`src/rtl/core/gdd_pkg.sv`:
```
// gdd_pkg: shared types, constants and calendar tables for the day difference block
// no dependencies; imported by gdd_ctrl, gdd_datapath and the top level
`timescale 1ns / 1ps

package gdd_pkg;

  localparam int YEAR_W  = 14;
  localparam int MONTH_W = 4;
  localparam int DAY_W   = 5;
  localparam int DOY_W   = 9;
  localparam int RES_W   = 23;
  localparam int ACC_W   = 24;
  localparam int R400_W  = 9;

  localparam int DAYS_PER_YEAR = 365;
  localparam int CENTURY       = 100;
  localparam int QUAD_CENTURY  = 400;
  localparam int FEB_MONTH     = 2;

  // floor(y / 400) is exact as (y * MOD_RECIP) >> MOD_SHIFT for every 14-bit year
  localparam int MOD_RECIP = 5243;
  localparam int MOD_SHIFT = 21;

  localparam logic signed [ACC_W-1:0] OUT_MAX = ACC_W'(4194303);

  typedef enum logic [2:0] {
    ST_IDLE,
    ST_MOD_S,
    ST_MOD_E,
    ST_INIT,
    ST_LOOP
  } gdd_state_t;

  typedef struct packed {
    logic load;
    logic mod_s;
    logic mod_e;
    logic init;
    logic step;
    logic finish;
  } gdd_cmd_t;

  typedef struct packed {
    logic y_lt_end;
  } gdd_status_t;

  // days in all months before the given one, common year; months 13 to 15 give all 365
  function automatic logic [DOY_W-1:0] cum_days(input logic [MONTH_W-1:0] m);
    logic [DOY_W-1:0] d;
    case (m)
      4'd0:    d = 9'd0;
      4'd1:    d = 9'd0;
      4'd2:    d = 9'd31;
      4'd3:    d = 9'd59;
      4'd4:    d = 9'd90;
      4'd5:    d = 9'd120;
      4'd6:    d = 9'd151;
      4'd7:    d = 9'd181;
      4'd8:    d = 9'd212;
      4'd9:    d = 9'd243;
      4'd10:   d = 9'd273;
      4'd11:   d = 9'd304;
      4'd12:   d = 9'd334;
      default: d = 9'd365;
    endcase
    return d;
  endfunction

endpackage

```
`src/rtl/core/gdd_ctrl.sv`:
```
// gdd_ctrl: sequencer for the day difference block
// depends on gdd_pkg; drives gdd_datapath through gdd_cmd_t
`timescale 1ns / 1ps

module gdd_ctrl (
  input  logic                 clk,
  input  logic                 rst_n,
  input  logic                 start,
  input  gdd_pkg::gdd_status_t status,
  output gdd_pkg::gdd_cmd_t    cmd,
  output logic                 busy,
  output logic                 out_valid
);
  import gdd_pkg::*;

  gdd_state_t state_r, state_nxt;
  logic       valid_r;

  always_ff @(posedge clk) begin
    if (!rst_n) begin
      state_r <= ST_IDLE;
      valid_r <= 1'b0;
    end else begin
      state_r <= state_nxt;
      valid_r <= cmd.finish;
    end
  end

  always_comb begin
    state_nxt = state_r;
    cmd       = '0;
    case (state_r)
      ST_IDLE: begin
        if (start) begin
          cmd.load  = 1'b1;
          state_nxt = ST_MOD_S;
        end
      end
      ST_MOD_S: begin
        cmd.mod_s = 1'b1;
        state_nxt = ST_MOD_E;
      end
      ST_MOD_E: begin
        cmd.mod_e = 1'b1;
        state_nxt = ST_INIT;
      end
      ST_INIT: begin
        cmd.init  = 1'b1;
        state_nxt = ST_LOOP;
      end
      ST_LOOP: begin
        if (status.y_lt_end) begin
          cmd.step = 1'b1;
        end else begin
          cmd.finish = 1'b1;
          state_nxt  = ST_IDLE;
        end
      end
      default: state_nxt = ST_IDLE;
    endcase
  end

  assign busy      = (state_r != ST_IDLE);
  assign out_valid = valid_r;

endmodule

```
`src/rtl/core/gdd_datapath.sv`:
```
// gdd_datapath: year counter, mod-400 tracker, day-of-year and accumulator
// depends on gdd_pkg; commanded by gdd_ctrl
`timescale 1ns / 1ps

module gdd_datapath (
  input  logic                         clk,
  input  gdd_pkg::gdd_cmd_t            cmd,
  input  logic [gdd_pkg::YEAR_W-1:0]   in_start_year,
  input  logic [gdd_pkg::MONTH_W-1:0]  in_start_month,
  input  logic [gdd_pkg::DAY_W-1:0]    in_start_day,
  input  logic [gdd_pkg::YEAR_W-1:0]   in_end_year,
  input  logic [gdd_pkg::MONTH_W-1:0]  in_end_month,
  input  logic [gdd_pkg::DAY_W-1:0]    in_end_day,
  output gdd_pkg::gdd_status_t         status,
  output logic signed [gdd_pkg::RES_W-1:0] out_day_difference
);
  import gdd_pkg::*;

  logic [YEAR_W-1:0]  y_r, y2_r;
  logic [MONTH_W-1:0] m1_r, m2_r;
  logic [DAY_W-1:0]   d1_r, d2_r;
  logic [R400_W-1:0]  c400_r;
  logic               leap_s_r, leap_e_r;
  logic signed [ACC_W-1:0] acc_r;
  logic signed [RES_W-1:0] res_r;

  // year mod 400 by reciprocal multiply, one correction step
  function automatic logic [R400_W-1:0] r400_of(input logic [YEAR_W-1:0] y);
    logic [26:0] prod;
    logic [5:0]  q;
    logic [14:0] qm;
    logic [14:0] r;
    prod = 27'(y) * 27'(MOD_RECIP);
    q    = 6'(prod >> MOD_SHIFT);
    qm   = (15'(q) << 8) + (15'(q) << 7) + (15'(q) << 4);
    r    = 15'(y) - qm;
    if (r >= 15'(QUAD_CENTURY)) r = r - 15'(QUAD_CENTURY);
    return R400_W'(r);
  endfunction

  function automatic logic leap_from(input logic [R400_W-1:0] r, input logic [1:0] lo);
    return (lo == 2'd0) && (r != R400_W'(CENTURY)) && (r != R400_W'(2 * CENTURY))
           && (r != R400_W'(3 * CENTURY));
  endfunction

  logic [YEAR_W-1:0]  mod_y;
  logic [R400_W-1:0]  mod_r;
  logic               mod_leap, loop_leap;
  logic [DOY_W-1:0]   doy_s, doy_e;

  assign mod_y     = cmd.mod_e ? y2_r : y_r;
  assign mod_r     = r400_of(mod_y);
  assign mod_leap  = leap_from(mod_r, mod_y[1:0]);
  assign loop_leap = leap_from(c400_r, y_r[1:0]);

  assign doy_s = cum_days(m1_r) + DOY_W'(d1_r)
               + DOY_W'(leap_s_r && (m1_r > MONTH_W'(FEB_MONTH)));
  assign doy_e = cum_days(m2_r) + DOY_W'(d2_r)
               + DOY_W'(leap_e_r && (m2_r > MONTH_W'(FEB_MONTH)));

  always_ff @(posedge clk) begin
    if (cmd.load) begin
      y_r  <= in_start_year;
      m1_r <= in_start_month;
      d1_r <= in_start_day;
      y2_r <= in_end_year;
      m2_r <= in_end_month;
      d2_r <= in_end_day;
    end
    if (cmd.mod_s) begin
      c400_r   <= mod_r;
      leap_s_r <= mod_leap;
    end
    if (cmd.mod_e) leap_e_r <= mod_leap;
    if (cmd.init) acc_r <= $signed({{(ACC_W-DOY_W){1'b0}}, doy_e})
                         - $signed({{(ACC_W-DOY_W){1'b0}}, doy_s});
    if (cmd.step) begin
      acc_r  <= acc_r + ACC_W'(DAYS_PER_YEAR) + ACC_W'(loop_leap);
      y_r    <= y_r + YEAR_W'(1);
      c400_r <= (c400_r == R400_W'(QUAD_CENTURY - 1)) ? '0 : c400_r + R400_W'(1);
    end
    if (cmd.finish) res_r <= (acc_r > OUT_MAX) ? RES_W'(OUT_MAX) : acc_r[RES_W-1:0];
  end

  assign status.y_lt_end    = (y_r < y2_r);
  assign out_day_difference = res_r;

endmodule

```
`src/rtl/core/gregorian_day_difference_top.sv`:
```
// gregorian_day_difference_top: signed Gregorian day count between two dates
// depends on gdd_pkg, gdd_ctrl and gdd_datapath
`timescale 1ns / 1ps

// A beat is taken when start is high while busy is low; busy then stays high
// until the result is ready. The result appears on out_day_difference for
// exactly one cycle with out_valid high, and the receiver cannot stall it, so
// it must be captured in that cycle. After acceptance, set-up states take the
// start year mod 400 and its leap flag, the end year leap flag and the
// day-of-year difference; the accumulator then adds one year per cycle while
// the end year is still ahead, and a finishing step saturates the result into
// a register before the strobe is shown.
// A new beat can be accepted in the cycle the strobe is shown.
module gregorian_day_difference_top (
  input  logic                             clk,
  input  logic                             rst_n,
  input  logic                             start,
  output logic                             busy,
  input  logic [gdd_pkg::YEAR_W-1:0]       in_start_year,
  input  logic [gdd_pkg::MONTH_W-1:0]      in_start_month,
  input  logic [gdd_pkg::DAY_W-1:0]        in_start_day,
  input  logic [gdd_pkg::YEAR_W-1:0]       in_end_year,
  input  logic [gdd_pkg::MONTH_W-1:0]      in_end_month,
  input  logic [gdd_pkg::DAY_W-1:0]        in_end_day,
  output logic                             out_valid,
  output logic signed [gdd_pkg::RES_W-1:0] out_day_difference
);
  import gdd_pkg::*;

  // command and status between the sequencer and the datapath
  gdd_cmd_t    cmd;
  gdd_status_t status;

  gdd_ctrl u_ctrl (
    .clk       (clk),
    .rst_n     (rst_n),
    .start     (start),
    .status    (status),
    .cmd       (cmd),
    .busy      (busy),
    .out_valid (out_valid)
  );

  gdd_datapath u_dp (
    .clk                (clk),
    .cmd                (cmd),
    .in_start_year      (in_start_year),
    .in_start_month     (in_start_month),
    .in_start_day       (in_start_day),
    .in_end_year        (in_end_year),
    .in_end_month       (in_end_month),
    .in_end_day         (in_end_day),
    .status             (status),
    .out_day_difference (out_day_difference)
  );

  // a strobe only follows the finishing step of the sequencer
  a_strobe_after_finish: assert property (@(posedge clk) disable iff (!rst_n)
    out_valid |-> $past(cmd.finish))
    else $error("result strobe without a finishing step");

  // the year loop only advances while the end year is still ahead
  a_step_in_range: assert property (@(posedge clk) disable iff (!rst_n)
    cmd.step |-> status.y_lt_end)
    else $error("year step past the end year");

  // an accepted beat makes the block busy in the next cycle
  a_busy_after_start: assert property (@(posedge clk) disable iff (!rst_n)
    (start && !busy) |=> busy)
    else $error("busy not raised after an accepted beat");

  // one result per beat: strobes never come in adjacent cycles
  a_single_strobe: assert property (@(posedge clk) disable iff (!rst_n)
    out_valid |=> !out_valid)
    else $error("result strobe held for more than one cycle");

endmodule
```
`config.mk`:
```
export PLATFORM = sky130hd
export DESIGN_NAME = gregorian_day_difference_top
export DESIGN_NICKNAME = d
export VERILOG_FILES = /design/src/rtl/core/gdd_pkg.sv /design/src/rtl/core/gdd_ctrl.sv /design/src/rtl/core/gdd_datapath.sv /design/src/rtl/core/gregorian_day_difference_top.sv
export SDC_FILE = /design/constraint.sdc
export NUM_CORES = 1
export LEC_CHECK = 0
export ABC_AREA = 1
export ABC_CLOCK_PERIOD_IN_PS = 14700
export BUFFER_PORTS_ARGS = -buffer_cell sky130_fd_sc_hd__buf_2
export CAP_MARGIN = 20
export CORE_AREA = 4 4 159 161
export CTS_BUF_LIST = sky130_fd_sc_hd__clkbuf_16
export CTS_CLUSTER_DIAMETER = 40
export DETAILED_ROUTE_END_ITERATION = 8
export DIE_AREA = 0 0 163 165
export GPL_ROUTABILITY_DRIVEN = 0
export HOLD_SLACK_MARGIN = 0.08
export PLACE_DENSITY = 0.67
export SKIP_LAST_GASP = 1
export SLEW_MARGIN = 20
export SYNTH_ARGS = -nofsm -noshare
export SYNTH_HDL_FRONTEND = slang
export SYNTH_SLANG_ARGS = --single-unit
export TNS_END_PERCENT = 20
```
`constraint.sdc`:
```
create_clock -name clk -period 14.7 [get_ports clk]
set_input_delay 1.47 -clock clk [delete_from_list [all_inputs] [get_ports clk]]
set_output_delay 1.47 -clock clk [all_outputs]
set_load 0.03 [all_outputs]
```
==> out/qor.csv <==
metric,value,unit
# IOs,74,
Post-synth EDFFs,104,
Worst setup SP type,flip-flop,
CP startpoint,u_ctrl.state_r[2],
Syn-to-layout area delta,11.59,%
Async SR Flop Fraction,0,%
clock-pin slew on the worst setup and hold paths,60,ps
dominant cell type by area after synthesis,edfxtp_1,
Rel. slew slack,39.28,%
layout cells sized above 1,10.68,%
hold path endpoint,u_ctrl.state_r[0],
clock sink count,126,
maxcap violations,0,
vias in the first global route,8631,
most common cell in the netlist,inv_1,
post-detailed-route count of antenna-violating nets,0,
Fmax,107.0,MHz
post-synthesis compound-gate area fraction,8.989,%
part of the cycle the worst path needs,63.58,%
Crit-path slowest cell,fa_1,
mux share of post-synthesis cell area,0.08521,%
Longest Clk Path Bufs,2,
R2R Path End,u_dp.leap_e_r,
# rows,57,
crit-path most repeated cell,nand2_1,
GR Util All Layers,19.44,%
Final Setup Violations,0,
"Seq/Total Area, Yosys",30.33,%
Final min period,9346,ps
"FF+latch count, synth",126,
Post-Syn Instances,1372,
clk_skew,16.12,ps
CP Data Arrival Time,9500,ps
drt first pass iters,5,
initial DRC count,445,
CORE AREA,23960,µm²
largest family of logic cells by synthesized area,adder cells,
crit path max fanout,27,
"Req. time, crit path",14850,ps
CTS tree,yes,
via/cell ratio,4.911,
clk_lat worst skew,410,ps
Synth top cells by count,"inv_1, nand2_1, ha_1",
unrepaired setup endpoints after global routing,false,
Die Height,165,µm
XOR/XNOR share of the synthesized area,5.656,%
nets@finish,1738,
FF-to-FF setup slack,5350,ps
CP bufs+invs,12,
post-synth top area share,26.58,%
Initial Util,49.02,%
cts hold-fix bufs,0,
multi-input combinational cell area,6993,µm²
via count,8811,
syn nets,1653,
DRC,0,
n_diodes,0,
Setup crit end kind,flip-flop,
Crit path max-delay family,adder cells,
Synth Area in Simple Gates,15.93,%
CTS buffer count,17,
Fillers,2202,
post-synthesis cell type count,51,
die area,26900,µm²
first-pass GRT wire length,42100,µm
gr ovfl total,0,
Slew Limit Fails,0,
Root Driver,clkbuf_16,
count of buffers from port buffering,73,
Post-CTS Setup Inserts,0,
largest stage delay on the critical path,530,ps
Detail Placement HPWL,20530,µm
Final Hold Fails,0,
setup_tns,0,ps
worst hold path type,reg2reg,
Reg-to-Reg Start,u_ctrl.state_r[2],
H-Tree Depth,4,
CP Class,reg2reg,
yosys warns,0,
Post-Syn Area,11750,µm²
Die Wd,163,µm
Syn Area/Cell,8.562,µm²
post-CTS sizing,0,
Final Routed Wirelength,25080,µm
worst slew pin tran,901.3,ps
R2R depth,61,
largest net degree at the start of global routing,38,
commonest register cell after synthesis,edfxtp_1,
hold depth,1,
FF+latch area,3563,µm²
worst hold start,u_ctrl.state_r[0],
initial antenna violation count,0,
outcome,completed,
wire length per cell,13.98,µm
ranking of synthesized cells by area,"edfxtp_1, ha_1, fa_1, inv_1, nand2_1",
post-synthesis adder-cell area fraction,28.80,%
## metrics by stage
stage	cell area (µm²)	hold WS [ps]	worst slack [ps]	util (%)	instances
after CTS	13110	483.5	5349	54.70	1794
after floorplan	11750	441.6	5864	-	1372
after global placement	12540	452.1	5599	52.31	1762
final	13110	482.2	5354	54.70	1794
after detailed placement	12540	470.1	5378	52.31	1762
after global routing	13110	502.6	4315	54.70	1794
## cell usage in the layout, fill, tap and decap left out, types with 11 or more instances in the layout
| cell type | count |
|---|---|
| edfxtp_1 | 104 |
| fa_1 | 64 |
| xnor2_1 | 20 |
| nand2_1 | 289 |
| a21oi_1 | 51 |
| inv_1 | 300 |
| o21ai_1 | 12 |
| dfxtp_1 | 22 |
| buf_2 | 73 |
| ha_1 | 168 |
| nor2_1 | 63 |
| o31ai_1 | 11 |
| clkbuf_16 | 17 |
| o21ai_0 | 76 |
| nand3_1 | 33 |
| xor2_1 | 54 |
## cell type report
cell class	count	area share, %
flip-flops and latches	126	27.18
well taps	324	3.092
clock inverters	15	1.126
repair buffers	83	3.360
clock buffers	17	3.245
inverters	302	8.648
multi-input cells	927	53.35
## worst register-to-register path, delay by kind of cell, from the launching register on
family / cells / cell delay (ps)
compound gates: 4 / 650
simple gates: 34 / 3290
buf+inv: 12 / 910
fa+ha+maj: 9 / 3440
flops: 1 / 360
xor+xnor: 2 / 420
## cells by family after synthesis
| group | count (synthesis) |
|---|---|
| xor gates and xnor gates | 75 |
| AOI/OAI and AO/OA | 182 |
| buffers and inverters | 319 |
| adders and majority gates | 232 |
| muxes | 1 |
| DFF | 126 |
| and+or+nand+nor | 437 |
## routing by layer
metal | track usage (%) | vias to the layer above | part of all wire (%)
met1 | 27.18 | 4079 | 47
met2 | 32.19 | 162 | 47
met3 | 2.845 | 27 | 4.1
li1 | - | 4543 | -
met5 | 0 | - | 0
met4 | 4.461 | 0 | 1.4
## worst max-delay path by stage
stage / end / cells after the start
6_report: u_dp.leap_e_r / 61
5_1_grt: u_dp.leap_s_r / 60
4_1_cts: u_dp.leap_e_r / 61
3_5_place_dp: u_dp.leap_e_r / 61
3_3_place_gp: u_dp.leap_e_r / 54
2_1_floorplan: u_dp.leap_e_r / 49
Power is not shown: default switching activity piles up to over one toggle a cycle in this logic, so the estimate is an artifact.
